## config.mk

```make
export PLATFORM = sky130hd
export DESIGN_NAME = motor_fault_monitor
export DESIGN_NICKNAME = d
export VERILOG_FILES = /design/src/rtl/mfm_pkg.sv /design/src/rtl/mfm_front.sv /design/src/rtl/mfm_queue.sv /design/src/rtl/mfm_back.sv /design/src/rtl/motor_fault_monitor.sv
export SDC_FILE = /design/constraint.sdc
export NUM_CORES = 2
export LEC_CHECK = 0
export BUFFER_PORTS_ARGS = -buffer_cell sky130_fd_sc_hd__buf_2
export CORE_UTILIZATION = 41
export CTS_BUF_LIST = sky130_fd_sc_hd__clkbuf_16
export DETAILED_ROUTE_END_ITERATION = 6
export HOLD_SLACK_MARGIN = 0.08
export SYNTH_ARGS = -nofsm -noshare
export SYNTH_HDL_FRONTEND = slang
export SYNTH_SLANG_ARGS = --single-unit
```

## constraint.sdc

```tcl
create_clock -name clock -period 19.5 [get_ports clock]
set_clock_uncertainty 0.05 [all_clocks]
set_input_delay 2.925 -clock clock [delete_from_list [all_inputs] [get_ports clock]]
set_output_delay 2.925 -clock clock [all_outputs]
set_load 0.05 [all_outputs]
```

## src/rtl/mfm_pkg.sv

```systemverilog
// shared types and constants of the motor fault monitor
package mfm_pkg;

   localparam int CURRENT_WIDTH_DEF = 16;
   localparam int QUEUE_DEPTH_DEF   = 4;

   localparam int CSR_INDEX_W = 3;
   localparam int CSR_DATA_W  = 23;

   localparam logic [CSR_INDEX_W-1:0] CSR_BUS_UNDER = 3'd0;
   localparam logic [CSR_INDEX_W-1:0] CSR_BUS_OVER  = 3'd1;
   localparam logic [CSR_INDEX_W-1:0] CSR_CURRENT   = 3'd2;
   localparam logic [CSR_INDEX_W-1:0] CSR_TEMP      = 3'd3;
   localparam logic [CSR_INDEX_W-1:0] CSR_SPEED     = 3'd4;
   localparam logic [CSR_INDEX_W-1:0] CSR_DIAG_AVG  = 3'd5;
   localparam logic [CSR_INDEX_W-1:0] CSR_LOSS      = 3'd6;
   localparam logic [CSR_INDEX_W-1:0] CSR_WARN      = 3'd7;

   localparam int F_GATE  = 0;
   localparam int F_UV    = 1;
   localparam int F_OV    = 2;
   localparam int F_OC    = 3;
   localparam int F_TEMP  = 4;
   localparam int F_SPEED = 5;
   localparam int F_LOSS  = 6;
   localparam int F_IMB   = 7;

   typedef enum logic [1:0] {
      OP_SAMPLE     = 2'd0,
      OP_CLR_STATUS = 2'd1,
      OP_CLR_ALL    = 2'd2
   } op_type;

   typedef struct packed {
      op_type     op;
      logic [7:0] mask;
      logic [7:0] raise;
   } cmd_type;

endpackage

```

## src/rtl/mfm_front.sv

```systemverilog
// front end: config registers and three-stage sample classification pipeline
module mfm_front #(
   parameter int CURRENT_WIDTH = mfm_pkg::CURRENT_WIDTH_DEF
) (
   input  logic                               clock,
   input  logic                               reset,
   input  logic                               req_push,
   output logic                               req_full,
   input  logic [1:0]                         req_opcode,
   input  logic [7:0]                         req_clear_mask,
   input  logic                               req_gate_fault,
   input  logic [15:0]                        req_bus_volts,
   input  logic signed [CURRENT_WIDTH-1:0]    req_phase_a,
   input  logic signed [CURRENT_WIDTH-1:0]    req_phase_b,
   input  logic signed [CURRENT_WIDTH-1:0]    req_phase_c,
   input  logic signed [15:0]                 req_motor_temp,
   input  logic signed [23:0]                 req_rotor_speed,
   input  logic                               csr_write_en,
   input  logic [mfm_pkg::CSR_INDEX_W-1:0]    csr_index,
   input  logic [mfm_pkg::CSR_DATA_W-1:0]     csr_wdata,
   output logic                               cmd_push,
   output mfm_pkg::cmd_type                   cmd_data,
   input  logic                               cmd_full
);

   localparam int W  = CURRENT_WIDTH;
   localparam int SW = W + 2;
   localparam int LW = W + 10;
   localparam int PW = W + 18;
   localparam int AW = (SW > 17) ? SW : 17;

   logic [15:0] bus_under_ff, bus_over_ff, loss_ff, warn_ff;
   logic [14:0] current_ff, temp_ff, diag_ff;
   logic [22:0] speed_ff;

   logic                 f1_v_ff, f2_v_ff, f3_v_ff;
   logic                 f1_adv, f2_adv, f3_adv;

   mfm_pkg::op_type      f1_op_ff, f2_op_ff, f3_op_ff;
   logic [7:0]           f1_mask_ff, f2_mask_ff, f3_mask_ff;
   logic [5:0]           f1_raise_ff, f1_raise_in;
   logic [W-1:0]         f1_ma_ff, f1_mb_ff, f1_mc_ff;
   logic [W-1:0]         ma_in, mb_in, mc_in;
   logic [23:0]          spd_mag;

   logic [5:0]           f2_raise_ff, f2_raise_in, f3_raise_ff;
   logic                 oc_hit;
   logic [W-1:0]         f2_diff_ff, mx, mn;
   logic [SW-1:0]        f2_sum_ff, sum_in;
   logic                 f2_diag_ff, f3_diag_ff, diag_in;

   logic [LW-1:0]        f3_lhs_ff;
   logic [PW-1:0]        f3_lossp_ff, f3_warnp_ff;
   logic [PW-1:0]        lhs_ext;
   logic                 loss_hit, imb_hit;

   always_ff @(posedge clock) begin
      if (reset) begin
         bus_under_ff <= '0;
         bus_over_ff  <= '0;
         current_ff   <= '0;
         temp_ff      <= '0;
         speed_ff     <= '0;
         diag_ff      <= '0;
         loss_ff      <= '0;
         warn_ff      <= '0;
      end else if (csr_write_en) begin
         unique case (csr_index)
            mfm_pkg::CSR_BUS_UNDER: bus_under_ff <= csr_wdata[15:0];
            mfm_pkg::CSR_BUS_OVER:  bus_over_ff  <= csr_wdata[15:0];
            mfm_pkg::CSR_CURRENT:   current_ff   <= csr_wdata[14:0];
            mfm_pkg::CSR_TEMP:      temp_ff      <= csr_wdata[14:0];
            mfm_pkg::CSR_SPEED:     speed_ff     <= csr_wdata[22:0];
            mfm_pkg::CSR_DIAG_AVG:  diag_ff      <= csr_wdata[14:0];
            mfm_pkg::CSR_LOSS:      loss_ff      <= csr_wdata[15:0];
            mfm_pkg::CSR_WARN:      warn_ff      <= csr_wdata[15:0];
            default: ;
         endcase
      end
   end

   assign f3_adv   = !f3_v_ff || !cmd_full;
   assign f2_adv   = !f2_v_ff || f3_adv;
   assign f1_adv   = !f1_v_ff || f2_adv;
   assign req_full = !f1_adv;

   always_ff @(posedge clock) begin
      if (reset) begin
         f1_v_ff <= 1'b0;
         f2_v_ff <= 1'b0;
         f3_v_ff <= 1'b0;
      end else begin
         if (f1_adv) f1_v_ff <= req_push;
         if (f2_adv) f2_v_ff <= f1_v_ff;
         if (f3_adv) f3_v_ff <= f2_v_ff;
      end
   end

   // stage 1: magnitudes and plain threshold checks
   always_comb begin
      ma_in   = req_phase_a[W-1] ? (~req_phase_a + 1'b1) : req_phase_a;
      mb_in   = req_phase_b[W-1] ? (~req_phase_b + 1'b1) : req_phase_b;
      mc_in   = req_phase_c[W-1] ? (~req_phase_c + 1'b1) : req_phase_c;
      spd_mag = req_rotor_speed[23] ? (~req_rotor_speed + 1'b1) : req_rotor_speed;
      f1_raise_in = '0;
      f1_raise_in[mfm_pkg::F_GATE] = req_gate_fault;
      f1_raise_in[mfm_pkg::F_UV]   = (bus_under_ff != '0) && (req_bus_volts != '0) &&
                                     (req_bus_volts < bus_under_ff);
      f1_raise_in[mfm_pkg::F_OV]   = (bus_over_ff != '0) && (req_bus_volts > bus_over_ff);
      f1_raise_in[mfm_pkg::F_TEMP] = (temp_ff != '0) && !req_motor_temp[15] &&
                                     (req_motor_temp[14:0] > temp_ff);
      f1_raise_in[mfm_pkg::F_SPEED] = (speed_ff != '0) && (spd_mag > {1'b0, speed_ff});
   end

   always_ff @(posedge clock) begin
      if (f1_adv) begin
         f1_op_ff    <= mfm_pkg::op_type'(req_opcode);
         f1_mask_ff  <= req_clear_mask;
         f1_raise_ff <= f1_raise_in;
         f1_ma_ff    <= ma_in;
         f1_mb_ff    <= mb_in;
         f1_mc_ff    <= mc_in;
      end
   end

   // stage 2: max, min, sum, overcurrent and mean gate
   always_comb begin
      mx = f1_ma_ff;
      mn = f1_ma_ff;
      if (f1_mb_ff > mx) mx = f1_mb_ff;
      if (f1_mc_ff > mx) mx = f1_mc_ff;
      if (f1_mb_ff < mn) mn = f1_mb_ff;
      if (f1_mc_ff < mn) mn = f1_mc_ff;
      sum_in  = SW'(f1_ma_ff) + SW'(f1_mb_ff) + SW'(f1_mc_ff);
      diag_in = (diag_ff != '0) && ((loss_ff != '0) || (warn_ff != '0)) &&
                (AW'(sum_in) > (AW'(diag_ff) + AW'({diag_ff, 1'b0})));
      oc_hit  = (current_ff != '0) && (AW'(current_ff) < AW'(mx));
      f2_raise_in = f1_raise_ff;
      f2_raise_in[mfm_pkg::F_OC] = oc_hit;
   end

   always_ff @(posedge clock) begin
      if (f2_adv) begin
         f2_op_ff    <= f1_op_ff;
         f2_mask_ff  <= f1_mask_ff;
         f2_raise_ff <= f2_raise_in;
         f2_diff_ff  <= mx - mn;
         f2_sum_ff   <= sum_in;
         f2_diag_ff  <= diag_in;
      end
   end

   // stage 3: ratio products
   always_ff @(posedge clock) begin
      if (f3_adv) begin
         f3_op_ff    <= f2_op_ff;
         f3_mask_ff  <= f2_mask_ff;
         f3_raise_ff <= f2_raise_ff;
         f3_diag_ff  <= f2_diag_ff;
         f3_lhs_ff   <= (LW'(f2_diff_ff) << 9) + (LW'(f2_diff_ff) << 8);
         f3_lossp_ff <= PW'(loss_ff) * PW'(f2_sum_ff);
         f3_warnp_ff <= PW'(warn_ff) * PW'(f2_sum_ff);
      end
   end

   always_comb begin
      lhs_ext  = PW'(f3_lhs_ff);
      loss_hit = f3_diag_ff && (loss_ff != '0) && (lhs_ext > f3_lossp_ff);
      imb_hit  = f3_diag_ff && !loss_hit && (warn_ff != '0) && (lhs_ext > f3_warnp_ff);
      cmd_push = f3_v_ff && !cmd_full;
      cmd_data.op    = f3_op_ff;
      cmd_data.mask  = f3_mask_ff;
      cmd_data.raise = {imb_hit, loss_hit, f3_raise_ff};
   end

endmodule

```

## src/rtl/mfm_queue.sv

```systemverilog
// small command queue between front and back
module mfm_queue #(
   parameter int DEPTH = mfm_pkg::QUEUE_DEPTH_DEF
) (
   input  logic             clock,
   input  logic             reset,
   input  logic             push,
   input  mfm_pkg::cmd_type push_data,
   output logic             full,
   input  logic             pop,
   output mfm_pkg::cmd_type pop_data,
   output logic             empty
);

   localparam int PTR_W = $clog2(DEPTH);
   localparam int CNT_W = $clog2(DEPTH + 1);

   mfm_pkg::cmd_type  mem [DEPTH];
   logic [PTR_W-1:0]  wr_ptr_ff, rd_ptr_ff;
   logic [CNT_W-1:0]  count_ff;
   logic              do_push, do_pop;

   assign full     = (count_ff == CNT_W'(DEPTH));
   assign empty    = (count_ff == '0);
   assign do_push  = push && !full;
   assign do_pop   = pop && !empty;
   assign pop_data = mem[rd_ptr_ff];

   always_ff @(posedge clock) begin
      if (do_push) mem[wr_ptr_ff] <= push_data;
   end

   always_ff @(posedge clock) begin
      if (reset) begin
         wr_ptr_ff <= '0;
         rd_ptr_ff <= '0;
         count_ff  <= '0;
      end else begin
         if (do_push)
            wr_ptr_ff <= (wr_ptr_ff == PTR_W'(DEPTH - 1)) ? '0 : wr_ptr_ff + 1'b1;
         if (do_pop)
            rd_ptr_ff <= (rd_ptr_ff == PTR_W'(DEPTH - 1)) ? '0 : rd_ptr_ff + 1'b1;
         if (do_push && !do_pop)
            count_ff <= count_ff + 1'b1;
         else if (do_pop && !do_push)
            count_ff <= count_ff - 1'b1;
      end
   end

endmodule

```

## src/rtl/mfm_back.sv

```systemverilog
// back end: fault state update and result register
module mfm_back (
   input  logic             clock,
   input  logic             reset,
   input  logic             cmd_empty,
   input  mfm_pkg::cmd_type cmd_data,
   output logic             cmd_pop,
   output logic             rsp_empty,
   input  logic             rsp_pop,
   output logic [7:0]       rsp_fault_status,
   output logic [7:0]       rsp_fault_latched,
   output logic             rsp_latched_event
);

   logic [7:0] status_ff, status_in;
   logic [7:0] latched_ff, latched_in;
   logic       event_in;
   logic       rsp_v_ff;
   logic [7:0] rsp_status_ff, rsp_latched_ff;
   logic       rsp_event_ff;

   assign cmd_pop = !cmd_empty && (!rsp_v_ff || rsp_pop);

   always_comb begin
      status_in  = status_ff;
      latched_in = latched_ff;
      event_in   = 1'b0;
      unique case (cmd_data.op)
         mfm_pkg::OP_SAMPLE: begin
            status_in  = cmd_data.raise;
            latched_in = latched_ff | cmd_data.raise;
            event_in   = (latched_in != '0);
         end
         mfm_pkg::OP_CLR_STATUS: begin
            status_in = status_ff & ~cmd_data.mask;
         end
         mfm_pkg::OP_CLR_ALL: begin
            status_in  = status_ff & ~cmd_data.mask;
            latched_in = latched_ff & ~cmd_data.mask;
         end
         default: ;
      endcase
   end

   always_ff @(posedge clock) begin
      if (reset) begin
         status_ff  <= '0;
         latched_ff <= '0;
         rsp_v_ff   <= 1'b0;
      end else begin
         if (cmd_pop) begin
            status_ff  <= status_in;
            latched_ff <= latched_in;
            rsp_v_ff   <= 1'b1;
         end else if (rsp_pop) begin
            rsp_v_ff   <= 1'b0;
         end
      end
   end

   always_ff @(posedge clock) begin
      if (cmd_pop) begin
         rsp_status_ff  <= status_in;
         rsp_latched_ff <= latched_in;
         rsp_event_ff   <= event_in;
      end
   end

   assign rsp_empty         = !rsp_v_ff;
   assign rsp_fault_status  = rsp_status_ff;
   assign rsp_fault_latched = rsp_latched_ff;
   assign rsp_latched_event = rsp_event_ff;

endmodule

```

## src/rtl/motor_fault_monitor.sv

```systemverilog
// motor fault monitor top level
//
//   channel   ports   handshake                    moves
//   request   req_*   push / full                  one sample or clear word
//   response  rsp_*   empty / pop                  one fault word per request
//   config    csr_*   csr_write_en, no wait        one threshold register
//
// one word per cycle sustained while the response side keeps popping; a request reaches
// the response ports through the three front stages, the command queue and the result register
// synchronous active-high reset clears thresholds, fault bits, the command queue and all valid flags
// a stalled response fills the command queue, then the front stages, then raises full
module motor_fault_monitor #(
   parameter int CURRENT_WIDTH = mfm_pkg::CURRENT_WIDTH_DEF,
   parameter int QUEUE_DEPTH   = mfm_pkg::QUEUE_DEPTH_DEF
) (
   input  logic                               clock,
   input  logic                               reset,
   input  logic                               req_push,
   output logic                               req_full,
   input  logic [1:0]                         req_opcode,
   input  logic [7:0]                         req_clear_mask,
   input  logic                               req_gate_fault,
   input  logic [15:0]                        req_bus_volts,
   input  logic signed [CURRENT_WIDTH-1:0]    req_phase_a,
   input  logic signed [CURRENT_WIDTH-1:0]    req_phase_b,
   input  logic signed [CURRENT_WIDTH-1:0]    req_phase_c,
   input  logic signed [15:0]                 req_motor_temp,
   input  logic signed [23:0]                 req_rotor_speed,
   output logic                               rsp_empty,
   input  logic                               rsp_pop,
   output logic [7:0]                         rsp_fault_status,
   output logic [7:0]                         rsp_fault_latched,
   output logic                               rsp_latched_event,
   input  logic                               csr_write_en,
   input  logic [mfm_pkg::CSR_INDEX_W-1:0]    csr_index,
   input  logic [mfm_pkg::CSR_DATA_W-1:0]     csr_wdata
);

   logic             q_push, q_full, q_pop, q_empty;
   mfm_pkg::cmd_type q_wdata, q_rdata;

   mfm_front #(
      .CURRENT_WIDTH (CURRENT_WIDTH)
   ) u_front (
      .clock           (clock),
      .reset           (reset),
      .req_push        (req_push),
      .req_full        (req_full),
      .req_opcode      (req_opcode),
      .req_clear_mask  (req_clear_mask),
      .req_gate_fault  (req_gate_fault),
      .req_bus_volts   (req_bus_volts),
      .req_phase_a     (req_phase_a),
      .req_phase_b     (req_phase_b),
      .req_phase_c     (req_phase_c),
      .req_motor_temp  (req_motor_temp),
      .req_rotor_speed (req_rotor_speed),
      .csr_write_en    (csr_write_en),
      .csr_index       (csr_index),
      .csr_wdata       (csr_wdata),
      .cmd_push        (q_push),
      .cmd_data        (q_wdata),
      .cmd_full        (q_full)
   );

   mfm_queue #(
      .DEPTH (QUEUE_DEPTH)
   ) u_queue (
      .clock     (clock),
      .reset     (reset),
      .push      (q_push),
      .push_data (q_wdata),
      .full      (q_full),
      .pop       (q_pop),
      .pop_data  (q_rdata),
      .empty     (q_empty)
   );

   mfm_back u_back (
      .clock             (clock),
      .reset             (reset),
      .cmd_empty         (q_empty),
      .cmd_data          (q_rdata),
      .cmd_pop           (q_pop),
      .rsp_empty         (rsp_empty),
      .rsp_pop           (rsp_pop),
      .rsp_fault_status  (rsp_fault_status),
      .rsp_fault_latched (rsp_fault_latched),
      .rsp_latched_event (rsp_latched_event)
   );

endmodule

```

* Yosys cells after proc, flatten, opt, wreduce, memory -nomap -nowiden *
Memories as Yosys holds them, arrays and structs flattened. A register that Yosys moved wholly into a read port is not among the register bits.
Index checks and enable logic that the tools add are counted.
Widths: inputs -> output; s select.

word-level totals
  flip-flop bits (word level) = 401
  memory bits (writable) = 72
  bits of input ports = 146
  output and inout bits = 19
  word-level logic and storage cells = 170
  memories = 1

memories
  memory       words  width  rd ports  clocked after Yosys merged registers in  wr ports  line             text
  u_queue.mem  4      18     1         1                                        1         mfm_queue.sv:18  mfm_pkg::cmd_type mem [DEPTH];

operators by class
  add/sub/neg operators = 13
  $mul = 2
  $lt $le $gt $ge = 12
  eq/ne operators = 12
  multiplexer cells = 20
  bitwise logic cells = 8
  reductions and logical operators = 60

operators with widths
  cell                   count
  $reduce_bool 16->1     5
  $gt 26x34->1           2
  $mul 16x18->34         2
  $mux 16                4
  $add 16x1->16 const B  3
  $gt 16x16->1           3
  $lt 16x16->1           3
  $not 16->16            3
  $mux 15                3
  $reduce_bool 15->1     3
  $pmux 8 s2             2
  $add 25x24->26         1
  $add 24x1->24 const B  1
  $gt 24x23->1           1
  $mux 24                1
  $not 24->24            1
  $reduce_bool 23->1     1
  $logic_and 1x1->1      20
  $add 18x16->18         1
  $gt 18x18->1           1
  $add 15x16->17         1
  $add 16x16->17         1
  $and 8x8->8            2
  $lt 15x16->1           1
  23 further kinds       61

* Longest topological paths before layout *
  word-level depth = 8
  depth in mapped cells = 36
  mapped depth without buffers = 34

* By module *
A second synthesis with hierarchy kept.

unflattened totals
  cells, all modules = 4665
  area total of the unflattened synthesis = 44487.7 µm²

by module, submodules not included
  module     times used  cells an instance  area an instance (µm²)  seq. area each (µm²)
  mfm_front  1           4371               39778.2                 9218.8
  mfm_queue  1           144                3099.2                  2342.2
  mfm_back   1           150                1610.3                  850.8

* Worst setup path before layout *
OpenSTA, ideal clock, no wires.

  path kind = reg2reg
  from = register u_front.f1_mb_ff[1]
  to = register u_front.f2_diff_ff[14] (data pin)
  setup time = 258 ps
  data arrival time = 6959 ps
  required time = 19192 ps
  slack = 12234 ps
  cell stages (with the launch flop) = 34
  buffers on the path = 3
  clock period less this slack = 7266 ps
  cell sequence = edfxtp_1 ha_1 nor2b_1 o211ai_1 a2111o_1 a31oi_4 clkbuf_1 mux2i_1 ha_1 a21o_1 a21o_1 a21o_1 a221oi_1 o21ai_0 o41ai_4 buf_2 buf_1 nand2_1 o21ai_1 inv_2 ha_1 o21ai_0 a21boi_0 o21ai_0 a21boi_1 o21ai_0 a21boi_0 o21ai_0 a21boi_1 o21ai_0 nand2b_1 a21o_1 a21oi_1 xnor2_1

on the way
  longest elaborated chain between the ends = 5
  elaborated cells on any way between the ends = 9
  classes of those cells = add/sub: 1; order compare: 4; mux: 4

ends and longest elaborated chain
  element                                       line                                text
  start, declared                               mfm_front.sv:42                     logic [W-1:0] f1_ma_ff, f1_mb_ff, f1_mc_ff;
  start signal, assigned                        mfm_front.sv:121                    f1_mb_ff <= mb_in;
  $gt 16x16->1 or $lt 16x16->1 (tied branches)  mfm_front.sv:130, mfm_front.sv:132
  $mux 16 (on tied branches)                    mfm_front.sv:130, mfm_front.sv:132
  $gt 16x16->1 or $lt 16x16->1 (tied branches)  mfm_front.sv:131, mfm_front.sv:133
  $mux 16 (on tied branches)                    mfm_front.sv:131, mfm_front.sv:133
  $sub 16x16->16 *                              mfm_front.sv:147                    f2_diff_ff <= mx - mn;
  end signal, assigned                          mfm_front.sv:147
  end, declared                                 mfm_front.sv:48                     logic [W-1:0] f2_diff_ff, mx, mn;

Mark *: on every way between the ends. The rest lies on a longest branch, timed or not.
A chain may end at the register's enable or synchronous reset.

* Worst setup path after layout *
Ends and elaborated chain as after synthesis.

==> flow_summary_export.csv <==
group,metric,value,unit
timing,rsz0062_at_grt,"no",
worst_setup_path,reg2reg_depth,31,
worst_setup_path,setup.worst_path.start_class,"flop",
worst_setup_path,worst-path-max-fanout,31,
synth,ys_ff_latch,467,
floorplan,start_util,0.414,
timing,finalSetupTns,0,ps
clock_tree,htree_levels,2,
worst_setup_path,slowest_delay,730,ps
timing,setup_viol_count_final,0,
routing,vias,32300,
timing,tightest_slew,1200,ps
synth,synthArstFlopShare,0,
grt,gr-usage-all-layers,0.213,
timing,finalCritPeriodShare,0.421,
placed_design,place_inst,6117,
placed_design,hpwl,86500,µm
worst_setup_path,critical_path_class,"reg2reg",
layout,layout.cells.non_filler,6219,
synth,syn-cell-area,44300,µm²
grt,grt_start_max_net_pins,71,
synth,synth_area_leaders,"edfxtp_1, fa_1, ha_1",
timing,drv_slew,0,
clock_tree,hold_buffers,0,
timing,relSlewSlack,0.198,
floorplan,die_w,331,µm
synth,synth_top_area_cell,"edfxtp_1",
grt,grt_pass1_vias,32500,
worst_setup_path,cp_common_cell,"o21ai_0",
clock_tree,cts_sinks,467,
timing,timing.fmax,0.122,GHz
worst_setup_path,required,19850,ps
worst_setup_path,r2r_end,"u_front.f2_diff_ff[14]$_DFFE_PP_",
clock_tree,cts_buffer_depth,3,
routing,viasPerCell,5.19,
grt,grt_pass1_wl,182000,µm
synth,yosysWarningCount,0,
synth,synth_ff_type,"edfxtp_1",
synth,synth_commonest_cells,"nand2_1, inv_1, ha_1",
worst_setup_path,endpoint,"u_front.f2_diff_ff[14]$_DFFE_PP_",
routing,dr.first_iter.drc_count,2021,
timing,fin_crit,8210,ps
power_and_ir_drop,powerDensity,91.2,nW/µm²
worst_setup_path,cp_slowest_cell,"a31oi_4",
floorplan,core_region_area,107000,µm²
floorplan,die_area,109000,µm²
routing,first_pass_iters,5,
power_and_ir_drop,power,4.41,mW
clock_tree,cts_resized,0,
layout,finish.net_count,5858,
synth,syn_area_per_cell,9.45,µm²
worst_setup_path,rrSetupSlack,11290,ps
power_and_ir_drop,leakagePower,21.6,nW
clock_tree,cts_buffers,54,
placed_design,finalWeightedCongestion,0.900,
routing,drcViolationCount,0,
routing,final_antenna_net_count,0,
power_and_ir_drop,ir_drop,0.0000801,V
floorplan,dieHeight,331,µm
layout,layout-drive-gt1-share,0.0758,
synth,synth_top_cell_area_share,0.208,
clock_tree,clkTransAtPathRegs,60,ps
floorplan,io_pins,165,
placed_design,io_buffer_count,164,
timing,holdWs,338,ps
run_status,status,"completed",
routing,drt-total-wl,114000,µm
synth,yosysSeqAreaShare,0.280,
clock_tree,post_cts_buffers,0,
synth,synth.most_common_cell,"nand2_1",
clock_tree,clockRootBuffer,"clkbuf_16",
synth,syn_nets,5772,
worst_hold_path,hp-class,"reg2reg",
grt,antenna_found_initial,2,
flow_run,maxCapViolations,0,
synth,synthCells,4684,
grt,grt.overflow.total,0,
routing,wire_per_inst,18.4,µm
synth,synth_cell_type_count,77,
timing,finalHoldViolations,0,
clock_tree,clk_latency,680,ps
floorplan,rows,120,
layout,area_growth,9.14,%
worst_setup_path,r2r-start,"u_front.f1_mb_ff[1]$_DFFE_PN_",
worst_setup_path,cp-end-kind,"flop",
worst_setup_path,worstSetupStartpoint,"u_front.f1_mb_ff[1]$_DFFE_PN_",
clock_tree,cts_tree,"yes",
synth,synth_edf_count,306,
worst_setup_path,arrival,8560,ps
sequential cells by signal (all words and copies together), names as in the netlist, 15 cells and up, named ones only:
signal / flops
u_queue.mem: 72
u_front.f3_lossp_ff: 34
u_front.f3_warnp_ff: 34
u_front.speed_ff: 23
u_front.f2_sum_ff: 18
u_front.f3_lhs_ff: 18
u_front.bus_over_ff: 16
u_front.bus_under_ff: 16
u_front.f1_ma_ff: 16
u_front.f1_mb_ff: 16
u_front.f1_mc_ff: 16
u_front.f2_diff_ff: 16
u_front.loss_ff: 16
u_front.warn_ff: 16
u_front.current_ff: 15
u_front.diag_ff: 15
u_front.temp_ff: 15
placed cells by master (no fill, tap or decap), types with 40 or more instances in the layout:
master / n
nand2b_1: 42
clkbuf_16: 55
a21oi_1: 289
ha_1: 492
edfxtp_1: 306
a21o_1: 90
nand2_1: 791
nor4_1: 49
inv_1: 755
nand4_1: 42
fa_1: 450
xnor2_1: 137
buf_4: 59
buf_2: 163
xor2_1: 40
nor2_1: 131
dfxtp_1: 161
and2_1: 212
o21ai_0: 97
how the worst min path moves through the flow:
stage                                          start                                to  slack (ps)  depth (start not counted)
finish              u_front.f2_raise_ff[1]$_DFFE_PP_  u_front.f3_raise_ff[1]$_DFFE_PP_         340                          0
global route        u_front.f2_raise_ff[2]$_DFFE_PP_  u_front.f3_raise_ff[2]$_DFFE_PP_         340                          0
CTS                 u_front.f2_raise_ff[1]$_DFFE_PP_  u_front.f3_raise_ff[1]$_DFFE_PP_         330                          0
detailed placement   u_front.f1_mask_ff[0]$_DFFE_PN_   u_front.f2_mask_ff[0]$_DFFE_PP_         350                          0
global placement        u_front.f2_diag_ff$_DFFE_PP_      u_front.f3_diag_ff$_DFFE_PP_         350                          0
floorplan            u_front.f1_mask_ff[0]$_DFFE_PN_   u_front.f2_mask_ff[0]$_DFFE_PP_         350                          0
report_power, final:
part	switching [mW]	internal (mW)
Clock	0.446	0.570
Sequential	0.127	1.28
Combinational	1.27	0.712
Total	1.84	2.57
layer usage:
metal	up-vias	part of all wire	track usage
met5	-	0	0
met4	0	0.026	0.0583
met3	144	0.051	0.0286
met2	807	0.47	0.349
met1	15900	0.45	0.296
li1	15400	-	-
cell families (layout without fill, tap and decap cells):
| group | Yosys count | count (layout) | share of synthesized area |
|---|---|---|---|
| simple gates | 1432 | 1432 | 0.150 |
| buf+inv | 940 | 1071 | 0.0802 |
| flops | 467 | 467 | 0.280 |
| compound gates | 653 | 653 | 0.0900 |
| fa+ha+maj | 943 | 943 | 0.343 |
| other cells | 0 | 1 | 0 |
| mux | 72 | 72 | 0.0219 |
| xor+xnor | 177 | 177 | 0.0350 |
worst max-delay path: cells and delay by family, from the launching register on:
kind                       cells  cell delay (ps)
and+or+nand+nor                3              310
muxes                          2              720
DFF                            1              500
buffers and inverters          1              370
adders and majority gates      4             1120
xor gates and xnor gates       1               80
AOI/OAI and AO/OA             20             4790
area by class of cell:
class / instances / area (µm²)
Clock buffer: 55 / 1380
Sequential cell: 467 / 12400
Timing Repair Buffer: 222 / 1260
Antenna cell: 1 / 2.50
Fill cell: 10400 / 58700
Inverter: 748 / 2810
Multi-Input combinational cell: 3277 / 28300
Tap cell: 1403 / 1760
Clock inverter: 46 / 377
per-stage QoR:
step | utilization | worst slack, ps | instance area (µm²)
6_report | 0.451 | 11290 | 48300
5_1_grt | 0.451 | 10630 | 48300
4_1_cts | 0.451 | 11320 | 48300
3_5_place_dp | 0.435 | 11370 | 46600
3_3_place_gp | 0.435 | 11450 | 46600
2_1_floorplan | - | 12230 | 44300
Note: power is estimated with default switching activity, not from simulation.
